[src/hdl/ffea_pkg.sv]
// shared constants, codes and types of the first-fit extent allocator
package ffea_pkg;

  localparam int unsigned FREE_SLOTS   = 16;
  localparam int unsigned HEADER_BYTES = 4;

  localparam int unsigned SLOT_W = $clog2(FREE_SLOTS);
  localparam int unsigned FILL_W = $clog2(FREE_SLOTS + 1);
  localparam int unsigned SIZE_W = 17;
  localparam int unsigned ADDR_W = 32;
  localparam int unsigned ENTRY_W = 2 * ADDR_W;

  localparam logic KIND_ALLOC = 1'b0;
  localparam logic KIND_FREE  = 1'b1;

  localparam logic [1:0] ST_OK          = 2'd0;
  localparam logic [1:0] ST_INSIDE_FREE = 2'd1;
  localparam logic [1:0] ST_TABLE_FULL  = 2'd2;
  localparam logic [1:0] ST_OVERFLOW    = 2'd3;

  typedef struct packed {
    logic [ADDR_W-1:0] placed_address;
    logic [1:0]        status;
    logic [ADDR_W-1:0] live_records;
  } res_t;

endpackage

[src/hdl/ffea_if.sv]
// request and response channel interfaces of the extent allocator
interface ffea_req_if;
  logic        valid;
  logic        ready;
  logic        kind;
  logic [15:0] payload_length;
  logic [31:0] record_address;

  modport source (output valid, kind, payload_length, record_address, input ready);
  modport sink (input valid, kind, payload_length, record_address, output ready);
endinterface

interface ffea_rsp_if;
  logic        valid;
  logic        ready;
  logic [31:0] placed_address;
  logic [1:0]  status;
  logic [31:0] live_records;

  modport source (output valid, placed_address, status, live_records, input ready);
  modport sink (input valid, placed_address, status, live_records, output ready);
endinterface

[src/hdl/ffea_ram.sv]
// generic single-write, single-read synchronous ram with registered read data
module ffea_ram #(
  parameter int unsigned Width = 64,
  parameter int unsigned Depth = 16,
  parameter int unsigned AddrW = $clog2(Depth)
) (
  input  logic             clk_i,
  input  logic             we_i,
  input  logic [AddrW-1:0] waddr_i,
  input  logic [Width-1:0] wdata_i,
  input  logic [AddrW-1:0] raddr_i,
  output logic [Width-1:0] rdata_o
);

  logic [Width-1:0] mem [Depth];

  always_ff @(posedge clk_i) begin
    if (we_i) begin
      mem[waddr_i] <= wdata_i;
    end
  end

  always_ff @(posedge clk_i) begin
    rdata_o <= mem[raddr_i];
  end

endmodule

[src/hdl/ffea_ctrl.sv]
// scan sequencer: walks the extent table, updates it and the counters
module ffea_ctrl (
  input  logic                          clk_i,
  input  logic                          rst_ni,
  ffea_req_if.sink                      req_i,
  input  logic                          out_free_i,
  output logic                          res_push_o,
  output ffea_pkg::res_t                res_o,
  output logic                          ram_we_o,
  output logic [ffea_pkg::SLOT_W-1:0]   ram_waddr_o,
  output logic [ffea_pkg::ENTRY_W-1:0]  ram_wdata_o,
  output logic [ffea_pkg::SLOT_W-1:0]   ram_raddr_o,
  input  logic [ffea_pkg::ENTRY_W-1:0]  ram_rdata_i
);

  localparam logic [1:0] S_IDLE = 2'd0;
  localparam logic [1:0] S_SCAN = 2'd1;
  localparam logic [1:0] S_FIN  = 2'd2;
  localparam logic [1:0] S_PUSH = 2'd3;

  localparam logic [ffea_pkg::SLOT_W-1:0] LAST_SLOT =
    ffea_pkg::SLOT_W'(ffea_pkg::FREE_SLOTS - 1);
  localparam logic [ffea_pkg::FILL_W-1:0] FILL_FULL =
    ffea_pkg::FILL_W'(ffea_pkg::FREE_SLOTS);

  logic [1:0]                    state_q, state_d;
  logic [ffea_pkg::SLOT_W-1:0]   idx_q, idx_d;
  logic [ffea_pkg::FILL_W-1:0]   fill_q, fill_d;
  logic                          kind_q, kind_d;
  logic [ffea_pkg::SIZE_W-1:0]   size_q, size_d;
  logic [31:0]                   addr_q, addr_d;
  logic [31:0]                   append_q, append_d;
  logic [31:0]                   total_q, total_d;
  logic                          zero_found_q, zero_found_d;
  logic [ffea_pkg::SLOT_W-1:0]   zero_idx_q, zero_idx_d;
  ffea_pkg::res_t                res_q, res_d;

  logic [31:0] rd_start, rd_bytes, size_w, total_inc, total_dec, free_bytes;
  logic [32:0] ext_end, clip_sum, app_sum;
  logic        cur_valid, fit, addr_hit, last, table_full, free_slot_ok, accept;

  assign rd_start   = ram_rdata_i[ffea_pkg::ENTRY_W-1:ffea_pkg::ADDR_W];
  assign rd_bytes   = ram_rdata_i[ffea_pkg::ADDR_W-1:0];
  assign size_w     = 32'(size_q);
  assign cur_valid  = ffea_pkg::FILL_W'(idx_q) < fill_q;
  assign fit        = cur_valid && (rd_bytes >= size_w);
  assign ext_end    = {1'b0, rd_start} + {1'b0, rd_bytes};
  assign addr_hit   = cur_valid && (rd_start <= addr_q) && (ext_end > {1'b0, addr_q});
  assign last       = idx_q == LAST_SLOT;
  assign table_full = fill_q == FILL_FULL;
  assign free_slot_ok = !table_full || zero_found_q;
  assign total_inc  = (total_q == 32'hFFFF_FFFF) ? total_q : total_q + 32'd1;
  assign total_dec  = (total_q == 32'd0) ? total_q : total_q - 32'd1;
  assign clip_sum   = {1'b0, addr_q} + {1'b0, size_w};
  assign free_bytes = (clip_sum > 33'h1_0000_0000) ? (32'd0 - addr_q) : size_w;
  assign app_sum    = {1'b0, append_q} + {1'b0, size_w};

  assign req_i.ready = state_q == S_IDLE;
  assign accept      = req_i.valid && req_i.ready;
  assign ram_raddr_o = (state_q == S_IDLE) ? '0 : idx_q + ffea_pkg::SLOT_W'(1);
  assign res_push_o  = (state_q == S_PUSH) && out_free_i;
  assign res_o       = res_q;

  always_comb begin
    ram_we_o    = 1'b0;
    ram_waddr_o = idx_q;
    ram_wdata_o = {rd_start + size_w, rd_bytes - size_w};
    if (state_q == S_SCAN) begin
      ram_we_o = (kind_q == ffea_pkg::KIND_ALLOC) && fit;
    end else if (state_q == S_FIN && kind_q == ffea_pkg::KIND_FREE) begin
      ram_we_o    = free_slot_ok;
      ram_waddr_o = !table_full ? fill_q[ffea_pkg::SLOT_W-1:0] : zero_idx_q;
      ram_wdata_o = {addr_q, free_bytes};
    end
  end

  always_comb begin
    state_d      = state_q;
    idx_d        = idx_q;
    fill_d       = fill_q;
    kind_d       = kind_q;
    size_d       = size_q;
    addr_d       = addr_q;
    append_d     = append_q;
    total_d      = total_q;
    zero_found_d = zero_found_q;
    zero_idx_d   = zero_idx_q;
    res_d        = res_q;
    case (state_q)
      S_IDLE: begin
        if (accept) begin
          kind_d       = req_i.kind;
          size_d       = ffea_pkg::SIZE_W'(ffea_pkg::HEADER_BYTES)
                         + ffea_pkg::SIZE_W'(req_i.payload_length);
          addr_d       = req_i.record_address;
          idx_d        = '0;
          zero_found_d = 1'b0;
          state_d      = S_SCAN;
        end
      end
      S_SCAN: begin
        if (kind_q == ffea_pkg::KIND_ALLOC && fit) begin
          res_d   = '{placed_address: rd_start, status: ffea_pkg::ST_OK,
                      live_records: total_inc};
          total_d = total_inc;
          state_d = S_PUSH;
        end else if (kind_q == ffea_pkg::KIND_FREE && addr_hit) begin
          res_d   = '{placed_address: 32'd0, status: ffea_pkg::ST_INSIDE_FREE,
                      live_records: total_q};
          state_d = S_PUSH;
        end else begin
          if (kind_q == ffea_pkg::KIND_FREE && cur_valid && rd_bytes == 32'd0
              && !zero_found_q) begin
            zero_found_d = 1'b1;
            zero_idx_d   = idx_q;
          end
          if (last) begin
            state_d = S_FIN;
          end else begin
            idx_d = idx_q + ffea_pkg::SLOT_W'(1);
          end
        end
      end
      S_FIN: begin
        state_d = S_PUSH;
        if (kind_q == ffea_pkg::KIND_ALLOC) begin
          if (app_sum[32]) begin
            res_d = '{placed_address: 32'd0, status: ffea_pkg::ST_OVERFLOW,
                      live_records: total_q};
          end else begin
            res_d    = '{placed_address: append_q, status: ffea_pkg::ST_OK,
                         live_records: total_inc};
            append_d = app_sum[31:0];
            total_d  = total_inc;
          end
        end else begin
          if (!table_full) begin
            fill_d = fill_q + ffea_pkg::FILL_W'(1);
          end
          res_d   = '{placed_address: 32'd0,
                      status: free_slot_ok ? ffea_pkg::ST_OK : ffea_pkg::ST_TABLE_FULL,
                      live_records: total_dec};
          total_d = total_dec;
        end
      end
      S_PUSH: begin
        if (out_free_i) begin
          state_d = S_IDLE;
        end
      end
      default: begin
        state_d = S_IDLE;
      end
    endcase
  end

  always_ff @(posedge clk_i or negedge rst_ni) begin
    if (!rst_ni) begin
      state_q  <= S_IDLE;
      fill_q   <= '0;
      append_q <= 32'(ffea_pkg::HEADER_BYTES);
      total_q  <= '0;
    end else begin
      state_q  <= state_d;
      fill_q   <= fill_d;
      append_q <= append_d;
      total_q  <= total_d;
    end
  end

  always_ff @(posedge clk_i) begin
    idx_q        <= idx_d;
    kind_q       <= kind_d;
    size_q       <= size_d;
    addr_q       <= addr_d;
    zero_found_q <= zero_found_d;
    zero_idx_q   <= zero_idx_d;
    res_q        <= res_d;
  end

  a_accept_scan: assert property (@(posedge clk_i) disable iff (!rst_ni)
    accept |=> state_q == S_SCAN && idx_q == '0)
    else $error("scan did not start at slot zero");

  a_fill_bound: assert property (@(posedge clk_i) disable iff (!rst_ni)
    fill_q <= FILL_FULL)
    else $error("fill count past table depth");

  a_fill_mono: assert property (@(posedge clk_i) disable iff (!rst_ni)
    1'b1 |=> fill_q >= $past(fill_q))
    else $error("slot released");

  a_append_mono: assert property (@(posedge clk_i) disable iff (!rst_ni)
    1'b1 |=> append_q >= $past(append_q))
    else $error("append address went backward");

  a_write_phase: assert property (@(posedge clk_i) disable iff (!rst_ni)
    ram_we_o |-> (state_q == S_SCAN && kind_q == ffea_pkg::KIND_ALLOC)
              || (state_q == S_FIN && kind_q == ffea_pkg::KIND_FREE))
    else $error("table write outside update step");

endmodule

[src/hdl/first_fit_extent_allocator_unit.sv]
// top level of the first-fit extent allocator: sequencer, extent table, result register
//
// req_i carries one word per record operation: kind (allocate or free), payload_length
// and record_address. rsp_o returns exactly one word per request: placed_address,
// status and live_records, in request order.
// A request is taken only while the sequencer is idle. It then reads the extent
// table, one slot per cycle, out of a single synchronous ram with registered read
// data, so the table depth sets the time per word.
// An allocate that hits a slot ends its scan there; a full scan (allocate miss, any
// free that is not rejected) reads every slot. The next request is taken once the
// sequencer has handed its result on and is idle again, so only one request is in
// the sequencer at a time.
// The result register parts the channels: when the receiver stalls, the result holds
// there and a new request is still taken and worked on; that request waits in its
// final step until the register is drained.
// Reset empties the table (no valid slot), sets the append address just past the
// count header and clears the live count; the table ram itself needs no clearing.
module first_fit_extent_allocator_unit (
  input  logic      clk_i,
  input  logic      rst_ni,
  ffea_req_if.sink  req_i,
  ffea_rsp_if.source rsp_o
);

  logic                          res_push;
  ffea_pkg::res_t                res, out_q, out_d;
  logic                          out_valid_q, out_valid_d, out_free;
  logic                          ram_we;
  logic [ffea_pkg::SLOT_W-1:0]   ram_waddr, ram_raddr;
  logic [ffea_pkg::ENTRY_W-1:0]  ram_wdata, ram_rdata;

  assign out_free = !out_valid_q || rsp_o.ready;

  ffea_ctrl u_ctrl (
    .clk_i       (clk_i),
    .rst_ni      (rst_ni),
    .req_i       (req_i),
    .out_free_i  (out_free),
    .res_push_o  (res_push),
    .res_o       (res),
    .ram_we_o    (ram_we),
    .ram_waddr_o (ram_waddr),
    .ram_wdata_o (ram_wdata),
    .ram_raddr_o (ram_raddr),
    .ram_rdata_i (ram_rdata)
  );

  ffea_ram #(
    .Width (ffea_pkg::ENTRY_W),
    .Depth (ffea_pkg::FREE_SLOTS)
  ) u_ram (
    .clk_i   (clk_i),
    .we_i    (ram_we),
    .waddr_i (ram_waddr),
    .wdata_i (ram_wdata),
    .raddr_i (ram_raddr),
    .rdata_o (ram_rdata)
  );

  always_comb begin
    out_valid_d = out_valid_q;
    out_d       = out_q;
    if (res_push) begin
      out_valid_d = 1'b1;
      out_d       = res;
    end else if (rsp_o.ready) begin
      out_valid_d = 1'b0;
    end
  end

  always_ff @(posedge clk_i or negedge rst_ni) begin
    if (!rst_ni) begin
      out_valid_q <= 1'b0;
    end else begin
      out_valid_q <= out_valid_d;
    end
  end

  always_ff @(posedge clk_i) begin
    out_q <= out_d;
  end

  assign rsp_o.valid          = out_valid_q;
  assign rsp_o.placed_address = out_q.placed_address;
  assign rsp_o.status         = out_q.status;
  assign rsp_o.live_records   = out_q.live_records;

endmodule

[src/flat_wrapper.sv]
// flat-port wrapper written by rule: the top's interface ports become plain ports
module first_fit_extent_allocator_unit_flat 
  (clk_i, rst_ni, req_i_valid, req_i_kind, req_i_payload_length, req_i_record_address, req_i_ready, rsp_o_valid, rsp_o_placed_address, rsp_o_status, rsp_o_live_records, rsp_o_ready);
  ffea_req_if req_i_i ();
  ffea_rsp_if rsp_o_i ();
  input  logic clk_i;
  input  logic rst_ni;
  input wire logic [$bits(req_i_i.valid)-1:0] req_i_valid;
  input wire logic [$bits(req_i_i.kind)-1:0] req_i_kind;
  input wire logic [$bits(req_i_i.payload_length)-1:0] req_i_payload_length;
  input wire logic [$bits(req_i_i.record_address)-1:0] req_i_record_address;
  output wire logic [$bits(req_i_i.ready)-1:0] req_i_ready;
  output wire logic [$bits(rsp_o_i.valid)-1:0] rsp_o_valid;
  output wire logic [$bits(rsp_o_i.placed_address)-1:0] rsp_o_placed_address;
  output wire logic [$bits(rsp_o_i.status)-1:0] rsp_o_status;
  output wire logic [$bits(rsp_o_i.live_records)-1:0] rsp_o_live_records;
  input wire logic [$bits(rsp_o_i.ready)-1:0] rsp_o_ready;
  assign req_i_i.valid = req_i_valid;
  assign req_i_i.kind = req_i_kind;
  assign req_i_i.payload_length = req_i_payload_length;
  assign req_i_i.record_address = req_i_record_address;
  assign req_i_ready = req_i_i.ready;
  assign rsp_o_valid = rsp_o_i.valid;
  assign rsp_o_placed_address = rsp_o_i.placed_address;
  assign rsp_o_status = rsp_o_i.status;
  assign rsp_o_live_records = rsp_o_i.live_records;
  assign rsp_o_i.ready = rsp_o_ready;
  first_fit_extent_allocator_unit u_core (.clk_i(clk_i), .rst_ni(rst_ni), .req_i(req_i_i), .rsp_o(rsp_o_i));
endmodule
[config.mk]
export PLATFORM = sky130hd
export DESIGN_NAME = first_fit_extent_allocator_unit_flat
export DESIGN_NICKNAME = d
export VERILOG_FILES = /design/src/hdl/ffea_pkg.sv /design/src/hdl/ffea_if.sv /design/src/hdl/ffea_ram.sv /design/src/hdl/ffea_ctrl.sv /design/src/hdl/first_fit_extent_allocator_unit.sv /design/src/flat_wrapper.sv
export SDC_FILE = /design/constraint.sdc
export NUM_CORES = 2
export LEC_CHECK = 0
export ABC_AREA = 1
export BUFFER_PORTS_ARGS = -buffer_cell sky130_fd_sc_hd__buf_2
export CAP_MARGIN = 10
export CORE_ASPECT_RATIO = 1.4
export CORE_MARGIN = 2
export CORE_UTILIZATION = 35
export CTS_CLUSTER_DIAMETER = 80
export DETAILED_ROUTE_END_ITERATION = 10
export SYNTH_ARGS = -nofsm -noshare
export SYNTH_HDL_FRONTEND = slang
export SYNTH_SLANG_ARGS = --single-unit
[constraint.sdc]
create_clock -name clk_i -period 12.3 [get_ports clk_i]
set_clock_uncertainty 0.05 [all_clocks]
set_input_delay 1.23 -clock clk_i [delete_from_list [all_inputs] [get_ports clk_i]]
set_output_delay 1.23 -clock clk_i [all_outputs]
set_load 0.01 [all_outputs]
=== Word level (Yosys, flattened, before mapping) ===
Memories as Yosys holds them, arrays and structs flattened. A register that Yosys moved wholly into a read port is not among the register bits.
Index checks and enable logic that the tools add are counted.

* Mux-type cells: 41
* Equal/unequal tests: 16
* Reductions and logical operators: 31
* Bitwise logic cells: 5
* Add/sub/neg operators: 11
* Magnitude comparators: 5

{| class="wikitable"
|+ Operators with widths
! kind !! number
|-
| $mux 66 || 4
|-
| $mux 32 || 6
|-
| $pmux 66 s2 || 1
|-
| $mux 64 || 2
|-
| $add 32x17->33 || 2
|-
| $logic_not 32->1 || 2
|-
| $pmux 32 s2 || 1
|-
| $add 32x32->33 || 1
|-
| $gt 33x32->1 || 1
|-
| $gt 33x33->1 const B || 1
|-
| $add 32x1->32 const B || 1
|-
| $add 32x17->32 || 1
|-
| $eq 32x32->1 const B || 1
|-
| $ge 32x17->1 || 1
|-
| $le 32x32->1 || 1
|-
| $mux 4 || 8
|-
| $sub 1x32->32 const A || 1
|-
| $sub 32x1->32 const B || 1
|-
| $sub 32x17->32 || 1
|-
| $add 3x16->17 const A || 1
|-
| $mux 2 || 6
|-
| $reduce_and 3->1 || 4
|-
| $logic_and 1x1->1 || 11
|-
| $mux 1 || 10
|-
| 23 further kinds || 40
|}

* Output and inout port bits: 68
* Register bits: 263
* Input port bits: 53
* Memory bits (writable): 1,024
* Memories kept: 1
* Word-level logic and storage cells: 127

{| class="wikitable"
|+ Memory list
! memory !! depth !! bits a word !! rd ports !! clocked after Yosys merged registers in !! wr ports !! line !! source
|-
| u_core.u_ram.mem || 16 || 64 || 1 || 1 || 1 || ffea_ram.sv:15 || <nowiki>logic [Width-1:0] mem [Depth];</nowiki>
|}

=== Longest topological paths before layout ===
* Depth after elaboration: 8
* Mapped depth: 32
* Gate-level depth less buffers: 32

=== Cells and area by module ===
A second synthesis with hierarchy kept.

* Cells, all modules: 7,288
* Area, all modules: 67,572.3 um^2

{| class="wikitable"
|+ Modules (own cells, without submodules)
! module !! instances !! area each (um^2) !! sequential area each (um^2) !! cells an instance
|-
| ffea_ram || 1 || 45,144.5 || 32,030.7 || 4,211
|-
| ffea_ctrl || 1 || 20,400.8 || 5,531.6 || 3,006
|-
| first_fit_extent_allocator_unit || 1 || 2,026.9 || 2,006.9 || 71
|}

=== Worst setup path before layout ===
OpenSTA, ideal clock, no wires.

* Path kind: reg2reg
* Start: register u_core.u_ram.rdata_o[0], read port of u_core.u_ram.mem
* End: register u_core.u_ctrl.res_q (netlist bit u_core.u_ctrl.res_o[0]), enable pin
* Arrival: 6.637 ns
* Slack: 5.101 ns
* Path buffers: 0
* Setup time: 0.512 ns
* Cell stages (with the launch flop): 28
* Data required time: 11.738 ns
* Clock period less this slack: 7.199 ns
* Cells stage by stage: dfxtp_1 ha_1 inv_1 fa_1 nand3b_1 nand2_1 a21oi_1 o21ai_0 a21oi_1 o21ai_0 a21oi_1 o21bai_1 nand2_1 nand2_1 xor2_1 ha_1 nand4_1 nor3_1 nand2_1 nand2_1 nand2_1 nand2_1 nand2_1 nand2_1 nand2_1 nand2_1 nand2_1 a21oi_1

* Longest elaborated chain between the ends: 6
* Elaborated cells between the ends (all ways): 9
* Those cells by class: 1 x add/sub; 2 x order compare; 1 x eq/ne; 5 x reduce/logical

{| class="wikitable"
|+ RTL lines
! element !! line !! source
|-
| start, declared || ffea_ram.sv:12 || <nowiki>output logic [Width-1:0] rdata_o</nowiki>
|-
| $add 32x32->33 || ffea_ctrl.sv:47 || <nowiki>assign ext_end = {1'b0, rd_start} + {1'b0, rd_bytes};</nowiki>
|-
| $gt 33x32->1 || ffea_ctrl.sv:48 || <nowiki>assign addr_hit = cur_valid && (rd_start <= addr_q) && (ext_end > {1'b0, addr_q});</nowiki>
|-
| $logic_and 1x1->1 || ffea_ctrl.sv:48 ||
|-
| $logic_and 1x1->1 || ffea_ctrl.sv:107 || <nowiki>end else if (kind_q == ffea_pkg::KIND_FREE && addr_hit) begin</nowiki>
|-
| $ne 3x1->1 (no source line) * || - ||
|-
| $reduce_and 2->1 (no source line) * || - ||
|-
| end signal, assigned || ffea_ctrl.sv:178 || <nowiki>res_q <= res_d;</nowiki>
|-
| end, declared || ffea_ctrl.sv:36 || <nowiki>ffea_pkg::res_t res_q, res_d;</nowiki>
|}

Mark *: on every way between the ends. The rest lies on a longest branch, timed or not.
A chain may end at the register's enable or synchronous reset.

=== Worst setup path in the final report ===
* Start: register u_core.u_ram.rdata_o[32], read port of u_core.u_ram.mem
* End: register u_core.u_ctrl.res_q (netlist bit u_core.u_ctrl.res_o[58]), enable pin

* Longest elaborated chain between the ends: 6
* Elaborated cells between the ends (all ways): 8
* Those cells by class: 1 x add/sub; 2 x order compare; 1 x eq/ne; 4 x reduce/logical

{| class="wikitable"
|+ RTL lines
! element !! line
|-
| $add 32x32->33 or $le 32x32->1 (tied branches) || ffea_ctrl.sv:47, ffea_ctrl.sv:48
|-
| $gt 33x32->1 or $logic_and 1x1->1 (tied branches) || ffea_ctrl.sv:48
|-
| $logic_and 1x1->1 * || ffea_ctrl.sv:48
|-
| $logic_and 1x1->1 * || ffea_ctrl.sv:107
|-
| $ne 3x1->1 (no source line) * || -
|-
| $reduce_and 2->1 (no source line) * || -
|}

Marks and branches as above.

==> out/summary.txt <==
outcome -> finished, final reports clean
antenna viol nets, final -> 0
fmax -> 0.1632 GHz
first-pass GRT wire length -> 291800 microns
arrival time of the worst setup path -> 6.45 ns
Core Box Area -> 181200 sq um
crit-path most repeated cell -> nand2_1
hold_buf cts -> 0
Setup Buffers After CTS -> 0
switch share -> 0.4552
ranking of synthesized cells by area -> edfxtp_1, nand2_1, mux2i_1, o21ai_0, o221ai_1
DIE WIDTH -> 364.6 microns
TritonCTS clock tree -> built
Synth cell types -> 61
DRC errors left -> 0
Multi-input gate area -> 21660 sq um
WP data required -> 12.63 ns
DIE AREA -> 185500 sq um
total power draw -> 22.83 mW
root cell of the clock tree -> clkbuf_16
FF+latch area -> 39570 sq um
post-CTS resize count -> 0
Final Core Density -> 0.3932
endpoints failing setup -> 0
Cell Area, Synth -> 63710 sq um
Main synth FF type -> edfxtp_1
post-synth top area share -> 0.5727
commonest non-fill, non-tap cell in the layout -> edfxtp_1
total number of yosys warnings -> 0
worst-skew pair later-pin latency -> 0.79 ns
Syn Nets -> 5901
power per cell area -> 320.3 nW/um^2
DRT Pass-1 Iters -> 5
Comb pwr share -> 0.480
Max rail drop VDD -> 351.7 uV
largest net degree at the start of global routing -> 241
Seq/Total Area, Yosys -> 0.6211
Initial Util -> 0.3515
TritonCTS sink count -> 1351
total global routing overflow -> 0
clock transition at the registers of the reported paths -> 0.07 ns
Worst Tran Pin Value -> 1.290 ns
vias in the first global route -> 45572
IO buf count -> 120
DR iter-0 viols -> 4197
fin nets -> 5938
routed vias/inst -> 5.572
CTS max path bufs -> 3
final hold slack -> 0.2953 ns
H-Tree Depth -> 3
Crit Path Class -> flip-flop to flip-flop
area delta synth->final -> 11.87%
area leader, netlist -> edfxtp_1
max-cap check violation count -> 0
internal power -> 12.44 mW
dpl cells -> 8009
GPL Wtd Cong -> 0.9940
filler instances -> 17344
Chip Height -> 508.8 microns
vias -> 45928
CP max stage cell -> buf_4
final wirelength -> 199100 microns
RSZ-0062 raised after global routing -> false
highest-count cells in the layout ignoring fill and taps -> edfxtp_1, nand2_1, o21ai_0
initial antenna violation count -> 3
Hold Crit Class -> primary input to async pin
fraction of layout cells with a size suffix above 1 -> 0.08352
Hold Violations, Final -> 0
minimum clock period -> 6.127 ns
io pins -> 121
Async S/R FF share, synth -> 0.05329
Psw -> 10.39 mW
FP Rows -> 185
Routed WL per cell -> 24.15 microns
period utilization -> 0.4981
CTS Buf Count -> 120
Mapped Avg Cell Area -> 11.25 sq um
number of flops mapped to enable cells by yosys -> 1215
Worst Setup End Kind -> flip-flop
detailed placement HPWL -> 126000 microns
setup TNS -> 0 ns
CP peak stage delay -> 0.74 ns
CP max FO -> 62
sequential cell fraction of total power -> 0.345
leakage power -> 25.66 nW
crit start category -> flip-flop
GR Util All Layers -> 0.2101
Reg-to-Reg Start -> u_core.u_ram.rdata_o[32]
Non-Filler Instances -> 8242
Syn Inst Count -> 5664
Clk pwr share -> 0.175
Yosys reg bits -> 1351
Slew Viols, Final -> 0
worst setup path start -> u_core.u_ram.rdata_o[32]
Slew HR -> 0.1367
[per-layer routing]
layer | GRT usage | up-vias | part of all wire
met4 | 0.1117 | 2 | 0.055
met3 | 0.02106 | 449 | 0.056
met1 | 0.2515 | 22817 | 0.39
met2 | 0.3710 | 1810 | 0.50
met5 | 0 | - | 0.000055
li1 | - | 20850 | -
[final timing paths]
kind,to,slack [ns],cells after the start
max in group asynchronous,u_core.u_ctrl.append_q[20],10.69,2
worst max register to register,u_core.u_ctrl.res_o[58],6.17,28
min in group clk_i,u_core.rsp_o.placed_address[31],0.37,0
worst min register to register,u_core.rsp_o.placed_address[31],0.37,0
worst max-delay path,u_core.u_ctrl.res_o[58],6.17,28
worst min-delay path,u_core.u_ctrl.total_q[15],0.30,1
[critical path: cells and delay by family (launching register included)]
family,cells,cell delay (ns)
flops,1,0.38
xor+xnor,1,0.07
fa+ha+maj,3,0.90
compound gates,7,1.87
buf+inv,2,0.80
simple gates,15,1.57
[cells in the mapped netlist, types with 57 or more instances]
master,instances
nand3_1,314
ha_1,179
dfrtp_1,71
inv_1,400
nor3_1,321
mux2i_1,254
edfxtp_1,1215
dfxtp_1,64
o21ai_0,475
o221ai_1,257
nor2_1,317
xor2_1,122
a21oi_1,190
nand4_1,57
nand2_1,844
clkbuf_1,230
[power by group through the flow]
stage / sequential [mW] / combinational (mW) / clock (mW)
finish: 7.88 / 11.0 / 3.99
global route: 7.93 / 12.0 / 4.22
CTS: 7.85 / 10.9 / 4.07
detailed placement: 7.95 / 10.9 / 0
global placement: 7.92 / 10.7 / 0
floorplan: 7.67 / 6.99 / 0
[registers in the layout, indices dropped and copies added, names as in the netlist, 5 cells and up]
register,cells
u_core.u_ram.rdata_o,64
u_core.u_ctrl.total_q,32
u_core.u_ctrl.addr_q,32
u_core.u_ctrl.fill_q,5
u_core.rsp_o.live_records,32
u_core.u_ctrl.append_q,32
u_core.u_ctrl.res_o,66
u_core.u_ram.mem,1024
u_core.u_ctrl.size_q,17
u_core.rsp_o.placed_address,32
[cell families after synthesis]
logic type / share of synthesized area
AOI/OAI and AO/OA: 0.1047
DFF: 0.6211
and+or+nand+nor: 0.1339
xor gates and xnor gates: 0.02186
muxes: 0.03991
buffers and inverters: 0.04187
adders and majority gates: 0.03672
[stage by stage]
| step | setup slack (ns) | instance area, sq um |
|---|---|---|
| finish | 6.173 | 71270 |
| global route | 5.668 | 71270 |
| CTS | 6.112 | 71250 |
| detailed placement | 6.137 | 67060 |
| global placement | 6.234 | 67050 |
| floorplan | 5.101 | 63710 |
[layout make-up]
| type | instances | area share |
|---|---|---|
| antenna | 4 | 0.0001404 |
| multi-input combinational | 3615 | 0.3040 |
| inverter | 420 | 0.02235 |
| clock buffer | 139 | 0.04341 |
| sequential | 1351 | 0.5552 |
| clock inverter | 89 | 0.01536 |
| tap | 2431 | 0.04268 |
| timing repair buffer | 193 | 0.01691 |
No activity file was read; power rests on OpenSTA's default activity.
